File: src/design/fepm_pkg.sv
`default_nettype none

package fepm_pkg;

   localparam int DEF_SLOTS     = 8;
   localparam int DEF_TICK_BITS = 16;

   // Gain is a percentage; the divide by one hundred uses a reciprocal.
   localparam int GAIN_FULL    = 100;
   localparam int RECIP_100    = 41943;
   localparam int RECIP_SHIFT  = 22;
   localparam int DIV_STEPS    = 32;

   typedef enum logic [2:0] {
      OP_TICK   = 3'd0,
      OP_STAGE  = 3'd1,
      OP_COMMIT = 3'd2,
      OP_REMOVE = 3'd3,
      OP_START  = 3'd4,
      OP_STOP   = 3'd5
   } op_type;

   typedef enum logic [1:0] {
      KIND_CONSTANT = 2'd0,
      KIND_SPRING   = 2'd1,
      KIND_DAMPER   = 2'd2,
      KIND_INERTIA  = 2'd3
   } kind_type;

   typedef enum logic [1:0] {
      ST_OK   = 2'd0,
      ST_FULL = 2'd1,
      ST_BAD  = 2'd2
   } status_type;

   typedef struct packed {
      kind_type           kind;
      logic [15:0]        duration;
      logic [15:0]        attack;
      logic [15:0]        fade;
      logic [15:0]        repeat_ivl;
      logic [6:0]         gain;
      logic signed [15:0] strength;
      logic signed [15:0] center;
      logic signed [15:0] deadband;
   } slot_cfg_type;

   typedef struct packed {
      logic capture;
      logic idx_clr;
      logic idx_inc;
      logic exec;
      logic commit_wr;
      logic commit_full;
      logic eval;
      logic mul;
      logic div_load;
      logic div_step;
      logic gain;
      logic recip;
      logic acc;
      logic rsp_load;
   } ctl_cmd_type;

   typedef struct packed {
      logic is_tick;
      logic is_commit;
      logic idx_last;
      logic cur_active;
      logic slot_live;
      logic need_div;
      logic div_done;
      logic rsp_free;
   } ctl_status_type;

   function automatic logic signed [15:0] sat16(input logic signed [35:0] v);
      logic signed [15:0] r;
      if (v > 36'sd32767) begin
         r = 16'sh7FFF;
      end else if (v < -36'sd32768) begin
         r = 16'sh8000;
      end else begin
         r = v[15:0];
      end
      return r;
   endfunction

   function automatic logic [15:0] clamp_u16(input logic signed [16:0] v);
      logic [15:0] r;
      if (v[16]) begin
         r = 16'd0;
      end else begin
         r = v[15:0];
      end
      return r;
   endfunction

endpackage

`default_nettype wire

File: src/design/force_effect_pool_mixer.sv
`default_nettype none

// Force-feedback effect pool with SLOTS slots, taking one command beat at a
// time: stage timing, commit (first free slot, or a full status), remove,
// start, stop and tick. Every command returns exactly one result beat. A
// tick walks the slots one by one, reading and evaluating each; a running
// slot adds a multiply, gain and divide-by-hundred chain, plus the shared
// restoring divider when a constant effect sits on an attack or fade ramp.
// A commit scans the active flags one slot per cycle. The next command is
// taken while the last result still waits in the output register.

module force_effect_pool_mixer import fepm_pkg::*; #(
   parameter int SLOTS     = DEF_SLOTS,
   parameter int TICK_BITS = DEF_TICK_BITS
) (
   input  wire logic               clock,
   input  wire logic               reset,
   input  wire logic               req_valid,
   output logic                    req_stall,
   input  wire logic [2:0]         req_op,
   input  wire logic [2:0]         req_slot,
   input  wire logic [1:0]         req_effect_kind,
   input  wire logic signed [16:0] req_word_a,
   input  wire logic signed [16:0] req_word_b,
   input  wire logic signed [16:0] req_word_c,
   input  wire logic [15:0]        req_word_d,
   input  wire logic [6:0]         req_gain_pct,
   output logic                    rsp_valid,
   input  wire logic               rsp_stall,
   output logic [14:0]             rsp_force_mag,
   output logic                    rsp_turn_right,
   output logic [3:0]              rsp_slot_out,
   output logic [1:0]              rsp_status
);

   ctl_cmd_type    cmd;
   ctl_status_type sts;

   // The controller sequences the walk; the datapath holds all slot state.
   fepm_ctrl u_ctrl (
      .clock     (clock),
      .reset     (reset),
      .req_valid (req_valid),
      .req_stall (req_stall),
      .sts       (sts),
      .cmd       (cmd)
   );

   fepm_datapath #(
      .SLOTS     (SLOTS),
      .TICK_BITS (TICK_BITS)
   ) u_dp (
      .clock           (clock),
      .reset           (reset),
      .cmd             (cmd),
      .sts             (sts),
      .req_op          (req_op),
      .req_slot        (req_slot),
      .req_effect_kind (req_effect_kind),
      .req_word_a      (req_word_a),
      .req_word_b      (req_word_b),
      .req_word_c      (req_word_c),
      .req_word_d      (req_word_d),
      .req_gain_pct    (req_gain_pct),
      .rsp_valid       (rsp_valid),
      .rsp_stall       (rsp_stall),
      .rsp_force_mag   (rsp_force_mag),
      .rsp_turn_right  (rsp_turn_right),
      .rsp_slot_out    (rsp_slot_out),
      .rsp_status      (rsp_status)
   );

   // A result is only written into a free output register.
   a_load_free: assert property (@(posedge clock) disable iff (reset)
      cmd.rsp_load |-> sts.rsp_free)
      else $error("result loaded over a waiting result");

   // A commit only ever lands on a slot that is free.
   a_commit_free: assert property (@(posedge clock) disable iff (reset)
      cmd.commit_wr |-> !sts.cur_active)
      else $error("commit into an active slot");

   // A negative net force always has a nonzero magnitude.
   a_dir_mag: assert property (@(posedge clock) disable iff (reset)
      (rsp_valid && rsp_turn_right) |-> (rsp_force_mag != 15'd0))
      else $error("direction set with zero magnitude");

endmodule

`default_nettype wire

File: src/design/fepm_ctrl.sv
`default_nettype none

module fepm_ctrl import fepm_pkg::*; (
   input  wire logic           clock,
   input  wire logic           reset,
   input  wire logic           req_valid,
   output logic                req_stall,
   input  wire ctl_status_type sts,
   output ctl_cmd_type         cmd
);

   typedef enum logic [3:0] {
      S_IDLE, S_DISP, S_SCAN, S_RD, S_EVAL, S_MUL, S_DIVL, S_DIV,
      S_GAIN, S_RECIP, S_ACC, S_DONE
   } state_type;

   state_type state_ff, state_in;

   always_comb begin
      state_in = state_ff;
      cmd      = '0;
      unique case (state_ff)
         S_IDLE: begin
            if (req_valid) begin
               cmd.capture = 1'b1;
               cmd.idx_clr = 1'b1;
               state_in    = S_DISP;
            end
         end
         S_DISP: begin
            if (sts.is_tick) begin
               state_in = S_RD;
            end else if (sts.is_commit) begin
               state_in = S_SCAN;
            end else begin
               cmd.exec = 1'b1;
               state_in = S_DONE;
            end
         end
         S_SCAN: begin
            if (!sts.cur_active) begin
               cmd.commit_wr = 1'b1;
               state_in      = S_DONE;
            end else if (sts.idx_last) begin
               cmd.commit_full = 1'b1;
               state_in        = S_DONE;
            end else begin
               cmd.idx_inc = 1'b1;
            end
         end
         S_RD: state_in = S_EVAL;
         S_EVAL: begin
            cmd.eval = 1'b1;
            if (sts.slot_live) begin
               state_in = S_MUL;
            end else if (sts.idx_last) begin
               state_in = S_DONE;
            end else begin
               cmd.idx_inc = 1'b1;
               state_in    = S_RD;
            end
         end
         S_MUL: begin
            cmd.mul  = 1'b1;
            state_in = sts.need_div ? S_DIVL : S_GAIN;
         end
         S_DIVL: begin
            cmd.div_load = 1'b1;
            state_in     = S_DIV;
         end
         S_DIV: begin
            cmd.div_step = 1'b1;
            if (sts.div_done) begin
               state_in = S_GAIN;
            end
         end
         S_GAIN: begin
            cmd.gain = 1'b1;
            state_in = S_RECIP;
         end
         S_RECIP: begin
            cmd.recip = 1'b1;
            state_in  = S_ACC;
         end
         S_ACC: begin
            cmd.acc = 1'b1;
            if (sts.idx_last) begin
               state_in = S_DONE;
            end else begin
               cmd.idx_inc = 1'b1;
               state_in    = S_RD;
            end
         end
         S_DONE: begin
            if (sts.rsp_free) begin
               cmd.rsp_load = 1'b1;
               state_in     = S_IDLE;
            end
         end
         default: state_in = S_IDLE;
      endcase
   end

   always_ff @(posedge clock) begin
      if (reset) begin
         state_ff <= S_IDLE;
      end else begin
         state_ff <= state_in;
      end
   end

   assign req_stall = (state_ff != S_IDLE);

endmodule

`default_nettype wire

File: src/design/fepm_datapath.sv
`default_nettype none

module fepm_datapath import fepm_pkg::*; #(
   parameter int SLOTS     = DEF_SLOTS,
   parameter int TICK_BITS = DEF_TICK_BITS
) (
   input  wire logic               clock,
   input  wire logic               reset,
   input  wire ctl_cmd_type        cmd,
   output ctl_status_type          sts,
   input  wire logic [2:0]         req_op,
   input  wire logic [2:0]         req_slot,
   input  wire logic [1:0]         req_effect_kind,
   input  wire logic signed [16:0] req_word_a,
   input  wire logic signed [16:0] req_word_b,
   input  wire logic signed [16:0] req_word_c,
   input  wire logic [15:0]        req_word_d,
   input  wire logic [6:0]         req_gain_pct,
   output logic                    rsp_valid,
   input  wire logic               rsp_stall,
   output logic [14:0]             rsp_force_mag,
   output logic                    rsp_turn_right,
   output logic [3:0]              rsp_slot_out,
   output logic [1:0]              rsp_status
);

   localparam int IDX_W = (SLOTS > 1) ? $clog2(SLOTS) : 1;
   localparam int ACC_W = 16 + IDX_W + 1;
   localparam int CW    = ((TICK_BITS > 18) ? TICK_BITS : 18) + 1;

   // Captured request.
   logic [2:0]         op_ff;
   logic [2:0]         slot_ff;
   logic [1:0]         kind_ff;
   logic signed [16:0] wa_ff, wb_ff, wc_ff;
   logic [15:0]        wd_ff;
   logic [6:0]         gain_ff;

   logic [15:0] stg_dur_ff, stg_att_ff, stg_fade_ff, stg_rep_ff;
   logic [IDX_W-1:0] idx_ff;
   logic [SLOTS-1:0] active_ff, running_ff;

   slot_cfg_type         slot_mem [SLOTS];
   logic [TICK_BITS-1:0] tick_mem [SLOTS];
   slot_cfg_type         rd_cfg_ff;
   logic [TICK_BITS-1:0] rd_tick_ff;

   logic                    tick_wr;
   logic [TICK_BITS-1:0]    tick_wr_data;
   slot_cfg_type            new_cfg;

   logic [3:0]  res_slot_ff;
   logic [1:0]  res_status_ff;

   logic signed [15:0] mul_a_ff;
   logic signed [18:0] mul_b_ff;
   logic               const_ff;
   logic [15:0]        den_ff;
   logic signed [34:0] prod_ff;
   logic [16:0]        rem_ff;
   logic [31:0]        dvd_ff;
   logic [4:0]         dcnt_ff;
   logic signed [23:0] gprod_ff;
   logic               gneg_ff;
   logic [21:0]        gm_ff;
   logic [37:0]        recip_ff;
   logic signed [ACC_W-1:0] acc_ff;

   logic rsp_valid_ff;
   logic [14:0] rsp_mag_ff;
   logic rsp_right_ff;
   logic [3:0] rsp_slot_ff;
   logic [1:0] rsp_status_ff;

   // ---------------- slot index of remove, start and stop
   logic             sel_in_range;
   logic [IDX_W-1:0] sel_idx;
   logic [IDX_W+2:0] sel_ext;
   assign sel_ext      = (IDX_W + 3)'(slot_ff);
   assign sel_in_range = (32'(slot_ff) < SLOTS);
   assign sel_idx      = sel_ext[IDX_W-1:0];

   // ---------------- envelope and condition operands
   logic [CW-1:0] te, ae, ad, fe, de, te1, tend, xe;
   logic [TICK_BITS-1:0] t1;
   logic [15:0]   env_num, env_den;
   logic signed [16:0] metric;
   logic signed [18:0] lo, hi, m19, diff;
   logic run_set, run_clr;

   always_comb begin
      te  = CW'(rd_tick_ff);
      ae  = CW'(rd_cfg_ff.attack);
      de  = CW'(rd_cfg_ff.duration);
      fe  = CW'(rd_cfg_ff.fade);
      ad  = ae + de;
      xe  = te - ad;
      if (rd_cfg_ff.duration == 16'd0 || (te >= ae && te < ad)) begin
         env_num = 16'd1;
         env_den = 16'd1;
      end else if (te < ae) begin
         env_num = te[15:0];
         env_den = rd_cfg_ff.attack;
      end else if (rd_cfg_ff.fade != 16'd0 && xe < fe) begin
         env_num = 16'(fe - xe);
         env_den = rd_cfg_ff.fade;
      end else begin
         env_num = 16'd0;
         env_den = 16'd1;
      end

      unique case (rd_cfg_ff.kind)
         KIND_SPRING: metric = wa_ff;
         KIND_DAMPER: metric = wb_ff;
         default:     metric = wc_ff;
      endcase
      m19 = 19'(metric);
      lo  = 19'(rd_cfg_ff.center) - 19'(rd_cfg_ff.deadband);
      hi  = 19'(rd_cfg_ff.center) + 19'(rd_cfg_ff.deadband);
      if (m19 < lo) begin
         diff = m19 - lo;
      end else if (m19 > hi) begin
         diff = m19 - hi;
      end else begin
         diff = '0;
      end

      // Timer advance for the slot being visited.
      t1      = rd_tick_ff + TICK_BITS'(1);
      te1     = CW'(t1);
      tend    = ae + fe + de;
      run_set = 1'b0;
      run_clr = 1'b0;
      if (active_ff[idx_ff] && !running_ff[idx_ff]) begin
         run_set = (te1 == CW'(rd_cfg_ff.repeat_ivl));
      end else if (rd_cfg_ff.duration != 16'd0 && running_ff[idx_ff]
                   && active_ff[idx_ff]) begin
         run_clr = (te1 >= tend);
      end
   end

   // ---------------- slot memories
   always_comb begin
      new_cfg.kind       = kind_type'(kind_ff);
      new_cfg.duration   = stg_dur_ff;
      new_cfg.attack     = stg_att_ff;
      new_cfg.fade       = stg_fade_ff;
      new_cfg.repeat_ivl = stg_rep_ff;
      new_cfg.gain       = (gain_ff > 7'(GAIN_FULL)) ? 7'(GAIN_FULL) : gain_ff;
      new_cfg.strength   = sat16(36'(wa_ff));
      new_cfg.center     = sat16(36'(wb_ff));
      new_cfg.deadband   = sat16(36'(wc_ff));
      tick_wr            = cmd.commit_wr || cmd.eval;
      tick_wr_data       = (cmd.commit_wr || run_set || run_clr) ? '0 : t1;
   end

   always_ff @(posedge clock) begin
      if (cmd.commit_wr) begin
         slot_mem[idx_ff] <= new_cfg;
      end
      if (tick_wr) begin
         tick_mem[idx_ff] <= tick_wr_data;
      end
      rd_cfg_ff  <= slot_mem[idx_ff];
      rd_tick_ff <= tick_mem[idx_ff];
   end

   // ---------------- control state: flags, index, staged timing
   always_ff @(posedge clock) begin
      if (reset) begin
         active_ff   <= '0;
         running_ff  <= '0;
         idx_ff      <= '0;
         stg_dur_ff  <= '0;
         stg_att_ff  <= '0;
         stg_fade_ff <= '0;
         stg_rep_ff  <= '0;
      end else begin
         if (cmd.idx_clr) begin
            idx_ff <= '0;
         end else if (cmd.idx_inc) begin
            idx_ff <= idx_ff + IDX_W'(1);
         end
         if (cmd.commit_wr) begin
            active_ff[idx_ff]  <= 1'b1;
            running_ff[idx_ff] <= 1'b0;
         end
         if (cmd.eval) begin
            if (run_set) begin
               running_ff[idx_ff] <= 1'b1;
            end else if (run_clr) begin
               running_ff[idx_ff] <= 1'b0;
            end
         end
         if (cmd.exec) begin
            unique case (op_ff)
               OP_STAGE: begin
                  stg_dur_ff  <= clamp_u16(wa_ff);
                  stg_att_ff  <= clamp_u16(wb_ff);
                  stg_fade_ff <= clamp_u16(wc_ff);
                  stg_rep_ff  <= wd_ff;
               end
               OP_REMOVE: begin
                  if (sel_in_range && active_ff[sel_idx]) begin
                     active_ff[sel_idx] <= 1'b0;
                  end
               end
               OP_START: begin
                  if (sel_in_range && active_ff[sel_idx]) begin
                     running_ff[sel_idx] <= 1'b1;
                  end
               end
               OP_STOP: begin
                  if (sel_in_range && active_ff[sel_idx]) begin
                     running_ff[sel_idx] <= 1'b0;
                  end
               end
               default: ;
            endcase
         end
      end
   end

   // Gain is read from the slot entry still held in the read register.
   logic [6:0] gain_slot;
   assign gain_slot = rd_cfg_ff.gain;

   // ---------------- divider step
   logic [34:0] prod_abs;
   logic [16:0] div_sh, div_rem;
   logic        div_bit;
   always_comb begin
      prod_abs = prod_ff[34] ? 35'(-prod_ff) : 35'(prod_ff);
      div_sh   = {rem_ff[15:0], dvd_ff[31]};
      div_bit  = (div_sh >= {1'b0, den_ff});
      div_rem  = div_bit ? (div_sh - {1'b0, den_ff}) : div_sh;
   end

   // ---------------- slot force before saturation
   logic [31:0]        mag_q;
   logic signed [35:0] mq, force_raw;
   always_comb begin
      mag_q = (den_ff != 16'd1) ? dvd_ff : prod_abs[31:0];
      mq    = $signed({4'b0, mag_q});
      if (const_ff) begin
         force_raw = prod_ff[34] ? mq : -mq;
      end else begin
         force_raw = 36'(prod_ff);
      end
   end

   // ---------------- divide by one hundred with one correction
   logic [23:0] gprod_mag;
   logic [21:0] gabs;
   logic [15:0] q0, qc;
   logic [23:0] rr;
   logic signed [ACC_W-1:0] contrib;
   always_comb begin
      gprod_mag = gprod_ff[23] ? 24'(-gprod_ff) : 24'(gprod_ff);
      gabs      = gprod_mag[21:0];
      q0        = recip_ff[RECIP_SHIFT+15:RECIP_SHIFT];
      rr        = 24'(gm_ff) - 24'(q0) * 24'(GAIN_FULL);
      qc        = (rr >= 24'(GAIN_FULL)) ? q0 + 16'd1 : q0;
      contrib   = gneg_ff ? -$signed(ACC_W'(qc)) : $signed(ACC_W'(qc));
   end

   // ---------------- request capture and command results
   always_ff @(posedge clock) begin
      if (cmd.capture) begin
         op_ff         <= req_op;
         slot_ff       <= req_slot;
         kind_ff       <= req_effect_kind;
         wa_ff         <= req_word_a;
         wb_ff         <= req_word_b;
         wc_ff         <= req_word_c;
         wd_ff         <= req_word_d;
         gain_ff       <= req_gain_pct;
         res_slot_ff   <= '0;
         res_status_ff <= ST_OK;
         acc_ff        <= '0;
      end
      if (cmd.exec && (op_ff == OP_REMOVE || op_ff == OP_START || op_ff == OP_STOP)
          && !(sel_in_range && active_ff[sel_idx])) begin
         res_status_ff <= ST_BAD;
      end
      if (cmd.commit_wr) begin
         res_slot_ff <= 4'(idx_ff);
      end
      if (cmd.commit_full) begin
         res_slot_ff   <= 4'(SLOTS);
         res_status_ff <= ST_FULL;
      end

      // Force arithmetic.
      if (cmd.eval) begin
         mul_a_ff <= rd_cfg_ff.strength;
         const_ff <= (rd_cfg_ff.kind == KIND_CONSTANT);
         if (rd_cfg_ff.kind == KIND_CONSTANT) begin
            mul_b_ff <= $signed(19'(env_num));
            den_ff   <= env_den;
         end else begin
            mul_b_ff <= diff;
            den_ff   <= 16'd1;
         end
      end
      if (cmd.mul) begin
         prod_ff <= 35'(mul_a_ff) * 35'(mul_b_ff);
      end
      if (cmd.div_load) begin
         rem_ff  <= '0;
         dvd_ff  <= prod_abs[31:0];
         dcnt_ff <= '0;
      end
      if (cmd.div_step) begin
         rem_ff  <= div_rem;
         dvd_ff  <= {dvd_ff[30:0], div_bit};
         dcnt_ff <= dcnt_ff + 5'd1;
      end
      if (cmd.gain) begin
         gprod_ff <= 24'(sat16(force_raw)) * $signed(24'(gain_slot));
      end
      if (cmd.recip) begin
         gneg_ff  <= gprod_ff[23];
         gm_ff    <= gabs;
         recip_ff <= 38'(gabs) * 38'(RECIP_100);
      end
      if (cmd.acc) begin
         acc_ff <= acc_ff + contrib;
      end
   end

   // ---------------- result register
   logic [ACC_W-1:0] net_abs;
   logic [14:0]      net_mag;
   always_comb begin
      net_abs = acc_ff[ACC_W-1] ? ACC_W'(-acc_ff) : ACC_W'(acc_ff);
      net_mag = (net_abs > ACC_W'(32767)) ? 15'h7FFF : net_abs[14:0];
   end

   always_ff @(posedge clock) begin
      if (reset) begin
         rsp_valid_ff <= 1'b0;
      end else if (cmd.rsp_load) begin
         rsp_valid_ff <= 1'b1;
      end else if (!rsp_stall) begin
         rsp_valid_ff <= 1'b0;
      end
      if (cmd.rsp_load) begin
         if (op_ff == OP_TICK) begin
            rsp_mag_ff    <= net_mag;
            rsp_right_ff  <= acc_ff[ACC_W-1];
            rsp_slot_ff   <= '0;
            rsp_status_ff <= ST_OK;
         end else begin
            rsp_mag_ff    <= '0;
            rsp_right_ff  <= 1'b0;
            rsp_slot_ff   <= res_slot_ff;
            rsp_status_ff <= res_status_ff;
         end
      end
   end

   assign rsp_valid      = rsp_valid_ff;
   assign rsp_force_mag  = rsp_mag_ff;
   assign rsp_turn_right = rsp_right_ff;
   assign rsp_slot_out   = rsp_slot_ff;
   assign rsp_status     = rsp_status_ff;

   always_comb begin
      sts.is_tick    = (op_ff == OP_TICK);
      sts.is_commit  = (op_ff == OP_COMMIT);
      sts.idx_last   = (idx_ff == IDX_W'(SLOTS - 1));
      sts.cur_active = active_ff[idx_ff];
      sts.slot_live  = active_ff[idx_ff] && running_ff[idx_ff];
      sts.need_div   = const_ff && (den_ff != 16'd1);
      sts.div_done   = (dcnt_ff == 5'(DIV_STEPS - 1));
      sts.rsp_free   = !rsp_valid_ff || !rsp_stall;
   end

endmodule

`default_nettype wire
File: config.mk
export PLATFORM = sky130hd
export DESIGN_NAME = force_effect_pool_mixer
export DESIGN_NICKNAME = d
export VERILOG_FILES = /design/src/design/fepm_pkg.sv /design/src/design/force_effect_pool_mixer.sv /design/src/design/fepm_ctrl.sv /design/src/design/fepm_datapath.sv
export SDC_FILE = /design/constraint.sdc
export NUM_CORES = 2
export LEC_CHECK = 0
export BUFFER_PORTS_ARGS = -buffer_cell sky130_fd_sc_hd__buf_4
export CAP_MARGIN = 15
export CORE_ASPECT_RATIO = 1.2
export CORE_MARGIN = 2
export CORE_UTILIZATION = 25
export CTS_BUF_LIST = sky130_fd_sc_hd__clkbuf_16
export CTS_CLUSTER_DIAMETER = 40
export CTS_CLUSTER_SIZE = 30
export DETAILED_ROUTE_END_ITERATION = 12
export PLACE_DENSITY = 0.41
export SYNTH_ARGS = -nofsm -noshare
export SYNTH_HDL_FRONTEND = slang
export SYNTH_SLANG_ARGS = --single-unit
File: constraint.sdc
create_clock -name clock -period 13.7 [get_ports clock]
set_input_delay 2.74 -clock clock [delete_from_list [all_inputs] [get_ports clock]]
set_output_delay 2.74 -clock clock [all_outputs]
set_load 0.02 [all_outputs]
After elaboration in Yosys (flattened, before gate mapping) --
Memories as Yosys holds them, arrays and structs flattened. A register that Yosys moved wholly into a read port is not among the register bits. Cells that the tools add are included.
Storage, ports and cells: register bits after elaboration 443, bits in writable memories 1096, input bits 86, output and inout bits 24, word-level logic and storage cells 273, memories 2
Memories:
- u_dp.slot_mem | words 8, width 121, rd ports 1, clocked after memory_dff 1, write ports 1, RTL line fepm_datapath.sv:43 | slot_cfg_type slot_mem [SLOTS];
- u_dp.tick_mem | words 8, width 16, rd ports 1, clocked after memory_dff 1, write ports 1, RTL line fepm_datapath.sv:44 | logic [TICK_BITS-1:0] tick_mem [SLOTS];
Cells by class: add/sub/neg operators 21, multipliers 4, order comparisons 23, eq/ne operators 27, mux-type cells 112, bitwise gates (word level) 10, reduce and logical (&&, ||, !) cells 37
Operators by type and width (count):
- 2-to-1 mux 16 bit | 23
- 2-to-1 mux 32 bit | 4
- 2-to-1 mux 8 bit | 14
- 2-to-1 mux 20 bit | 4
- 2-to-1 mux 36 bit | 2
- adder 16 x 16 -> 17 bit | 3
- greater-than comparator 17 x 16 -> 1 bit, second input constant | 3
- less-than comparator 17 x 16 -> 1 bit, second input constant | 3
- 2-to-1 mux 4 bit | 12
- case mux 4 bit (12 select lines) | 1
- multiplier 22 x 16 -> 38 bit, second input constant | 1
- 2-to-1 mux 19 bit | 2
- greater-than comparator 36 x 16 -> 1 bit, second input constant | 1
- less-than comparator 36 x 16 -> 1 bit, second input constant | 1
- negation 32 -> 36 bit | 1
- subtractor 17 x 17 -> 18 bit | 2
- multiplier 16 x 19 -> 35 bit | 1
- case mux 17 bit (2 select lines) | 1
- adder 16 x 1 -> 16 bit, second input constant | 2
- bitwise AND 8 bit | 4
- 2-to-1 mux 1 bit | 32
- negation 32 bit | 1
- nonzero test 16 bit | 2
- subtractor 16 bit | 2
- 64 further kinds | 112

Depth between registers and ports, before layout --
depth in word-level cells 17, gate-level depth with buffers 46, depth with buffers taken out 44

Hierarchy --
From an unflattened synthesis, not the netlist that was laid out.
Second synthesis, totals: cells, all modules 8007, area, all modules 96079.6 µm²
By module, submodules not included:
- fepm_datapath | instances 1, cells an instance 7928, area each 95534.1 µm², seq. area each 47155.2 µm²
- fepm_ctrl | instances 1, cells an instance 79, area each 545.5 µm², seq. area each 80.1 µm²

Worst setup path before layout --
OpenSTA, ideal clock, no wires.
kind register to register, from reg u_dp.recip_ff[24], to reg u_dp.acc_ff[19] (data pin), library setup time 0.260 ns, arrival time 9.323 ns, data required time 13.440 ns, setup slack 4.117 ns, stages on the path, launching flop included 43, buffers on the path 2, clock period less this slack 9.583 ns, path through edfxtp_1 ha_1 ha_1 fa_1 ha_1 a21oi_1 o21bai_1 a21oi_1 o21bai_1 a21oi_1 o21bai_1 a21oi_1 o21ai_0 a211o_1 a21oi_1 xor2_1 ha_1 a2111oi_0 (+7 left out) clkbuf_1 xnor2_1 inv_1 ha_1 nor2_1 a21oi_1 ha_1 a21o_1 a21oi_1 nor2b_1 o21ai_0 a211oi_1 o31ai_1 o21ai_0 o211ai_1 mux2i_1 a21oi_1 mux2_2
On the way: word-level cells in the longest chain between the ends 8, elaborated cells between the ends (all ways) 9, those cells by class add/sub: 4; mul: 1; order compare: 1; mux: 3
RTL lines:
- start, declared | RTL line fepm_datapath.sv:66 | logic [37:0] recip_ff;
- start signal, assigned | RTL line fepm_datapath.sv:325 | recip_ff <= 38'(gabs) * 38'(RECIP_100);
- multiplier 16 x 5 -> 21 bit | RTL line fepm_datapath.sv:262 | rr = 24'(gm_ff) - 24'(q0) * 24'(GAIN_FULL);
- subtractor 22 x 23 -> 24 bit | RTL line fepm_datapath.sv:262
- >= comparator 24 x 7 -> 1 bit | RTL line fepm_datapath.sv:263 | qc = (rr >= 24'(GAIN_FULL)) ? q0 + 16'd1 : q0;
- 2-to-1 mux 16 bit * | RTL line fepm_datapath.sv:263
- negation 16 -> 20 bit | RTL line fepm_datapath.sv:264 | contrib = gneg_ff ? -$signed(ACC_W'(qc)) : $signed(ACC_W'(qc));
- 2-to-1 mux 20 bit * | RTL line fepm_datapath.sv:264
- adder 20 bit * | RTL line fepm_datapath.sv:328 | acc_ff <= acc_ff + contrib;
- 2-to-1 mux 20 bit * | RTL line fepm_datapath.sv:327 | if (cmd.acc) begin
- end signal, assigned | RTL line fepm_datapath.sv:328
- end, declared | RTL line fepm_datapath.sv:67 | logic signed [ACC_W-1:0] acc_ff;
Mark *: on every way between the ends. The rest lies on a longest branch, timed or not. A chain may end at the register's enable or synchronous reset.

Final worst setup path --
from reg u_dp.recip_ff[22], to reg u_dp.acc_ff[19] (data pin)
Same word-level chain as after synthesis.

==> out/results.txt <==
I/O pin cnt: 110
crit end category: register
core area: 383,000 um2
final setup fails: 0
final worst-path cycle share: 0.776
Final Skew: 0.0915 ns
final total negative setup slack: 0 ns
# rows: 249
Final Hold Viols: 0
# Post-CTS Setup Buffers: 0
CP max-delay cell: edfxtp_1
Worst Path Required: 14.29 ns
H-tree depth: 5
HPWL after DPL: 213,000 um
clock sink count: 1,650
FFs w/ async S/R, synth: 0
grt ovf: 0
WHS: 0.402 ns
CTS Root Cell: clkbuf_16
initial antenna violation count: 15
yosys warns: 0
number of synthesized flops with an enable pin: 1,419
Detailed Routing Iterations Pass 1: 6
Slew headroom: 0.237
commonest non-fill, non-tap cell in the layout: edfxtp_1
DRC Markers: 0
Mapped Nets: 9,423
proportion of netlist area held by the largest area contributor: 0.443
P&R area growth vs syn: 17.3%
Least-Margin Pin Slew: 1.14 ns
Layout Nets: 9,619
RSZ-0062 raised after global routing: false
fmax: 94.1 MHz
post-synth cell types: 104
Avg Cell Area, Syn: 11.8 um2
GP Congestion: 0.848
synth top area cells: edfxtp_1 (44%), fa_1 (11%), ha_1 (8.1%)
clock slew at reported path FFs: 0.06 ns
crit path time final: 10.63 ns
kind of critical path: register to register
CTS Buf Count: 283
vias in the first global route: 68,400
Post-CTS Hold Buffers: 0
commonest cells after routing, fill and taps aside: edfxtp_1 (1,419), inv_1 (979), ha_1 (626)
DR iter-0 viols: 4,300
vias per cell: 4.78
first-pass GRT wire length: 456,000 um
R2R setup slack: 3.07 ns
post-synthesis sequential area ratio: 0.491
critical path's largest stage delay: 0.56 ns
Hold Path Class: register to register
Mapped Cells: 8,160
Die Y: 684 um
WL/cell: 22.6 um
FF+latch count, synth: 1,650
CTS tree: built
largest net degree at the start of global routing: 91
Die Area: 390,000 um2
most used cell, CP: a21oi_1
DR vias: 65,100
top_reg_cell synth: edfxtp_1
Die W: 571 um
Arrival @ worst endpoint: 11.22 ns
fin. max-slew vios: 0
Routed Antenna Nets: 0
CTS Buffer Depth: 4
PortBufs: 109
final wirelength: 307,000 um
Total Routing Usage GR: 0.155
dominant cell type by area after synthesis: edfxtp_1
share of layout cells above drive strength 1: 0.0953
Worst-Skew Late Latency: 0.87 ns
max-cap violations: 0
CP Launch Type: register
Initial Utilization: 0.251
post_cts resized: 0
synthesized cell area: 96,300 um2
status: finished, final reports clean
critical-path maximum fanout: 21
==> worst max-delay path: cells and delay by family (launching register included) <==
kind | cells | cell delay [ns]
compound gates | 23 | 5.13
flops | 1 | 0.56
buf+inv | 2 | 0.35
mux | 2 | 0.53
fa+ha+maj | 7 | 2.25
simple gates | 6 | 1.17
xor+xnor | 2 | 0.38
==> cells by family (layout without fill, tap and decap cells) <==
logic type,Yosys count,in the layout,share of synthesized area
and+or+nand+nor,1851,1851,0.0971
AOI/OAI and AO/OA,1803,1803,0.129
DFF,1650,1650,0.491
buffers and inverters,1286,1716,0.0507
adders and majority gates,1177,1177,0.196
xor gates and xnor gates,361,361,0.0328
muxes,32,32,0.00368
other,0,4,0
==> layer usage <==
layer / up-vias / share of wire / GRT usage
li1: 30000 / - / -
met1: 33300 / 0.43 / 0.195
met2: 1385 / 0.51 / 0.279
met3: 430 / 0.035 / 0.0165
met4: 0 / 0.024 / 0.0394
met5: - / 0 / 0
==> layout make-up <==
class                   instances  area [um2]
fillers                     39200      270000
well taps                    5020        6280
inverters                     939        3530
clock buffers                 289        7230
repair buffers                258        2040
flip-flops and latches       1650       47200
clock inverters               230        2290
multi-input cells            5224       44400
diodes                          4        10.0
==> final timing paths <==
kind                                         start          endpoint  depth (start not counted)
worst max-delay path             u_dp.recip_ff[22]   u_dp.acc_ff[19]                         42
worst min-delay path            u_dp.rd_cfg_ff[40]  u_dp.mul_a_ff[8]                          0
worst min register to register  u_dp.rd_cfg_ff[40]  u_dp.mul_a_ff[8]                          0
worst max register to register   u_dp.recip_ff[22]   u_dp.acc_ff[19]                         42
==> synth_stat cells (23+ instances only) <==
cell and instances:
edfxtp_1 1419, inv_1 938, ha_1 626, a22oi_1 601, fa_1 551, nand2_1 471
nor2_1 448, a21oi_1 361, clkbuf_1 301, xnor2_1 235, dfxtp_1 231, o21ai_0 190
nand4_1 177, and2_1 145, xor2_1 126, nor3_1 102, nand3_1 91, a21o_1 83
nand2b_1 75, a211oi_1 72, nand3b_1 55, nor2b_1 54, a31oi_1 48, o31ai_1 48
and3_1 45, o21a_1 44, or3_1 44, o211ai_1 43, o22ai_1 43, nor4_1 34
o21bai_1 34, a211o_1 26, buf_2 26, mux2i_1 23
==> stage by stage <==
stage          cell area (um2)  std cells  setup slack, ns   util
2_1_floorplan            96300       8160             4.12      -
3_3_place_gp            103000      13100             3.03  0.270
3_5_place_dp            103000      13100             3.10  0.270
4_1_cts                 113000      13600             3.03  0.295
5_1_grt                 113000      13600             2.15  0.295
6_report                113000      13600             3.07  0.295
==> sequential cells by signal, indices dropped and copies added, names as in the netlist, 17 cells and up <==
name,cells
u_dp.mul_b_ff,18
u_dp.tick_mem,128
u_dp.rd_cfg_ff,66
u_dp.acc_ff,20
u_dp.wa_ff,17
u_dp.wb_ff,17
u_dp.prod_ff,35
u_dp.dvd_ff,32
u_dp.gprod_ff,23
u_dp.wc_ff,17
u_dp.slot_mem,968
u_dp.gm_ff,20
Power is not shown: default switching activity piles up to over one toggle a cycle in this logic, so the estimate is an artifact.
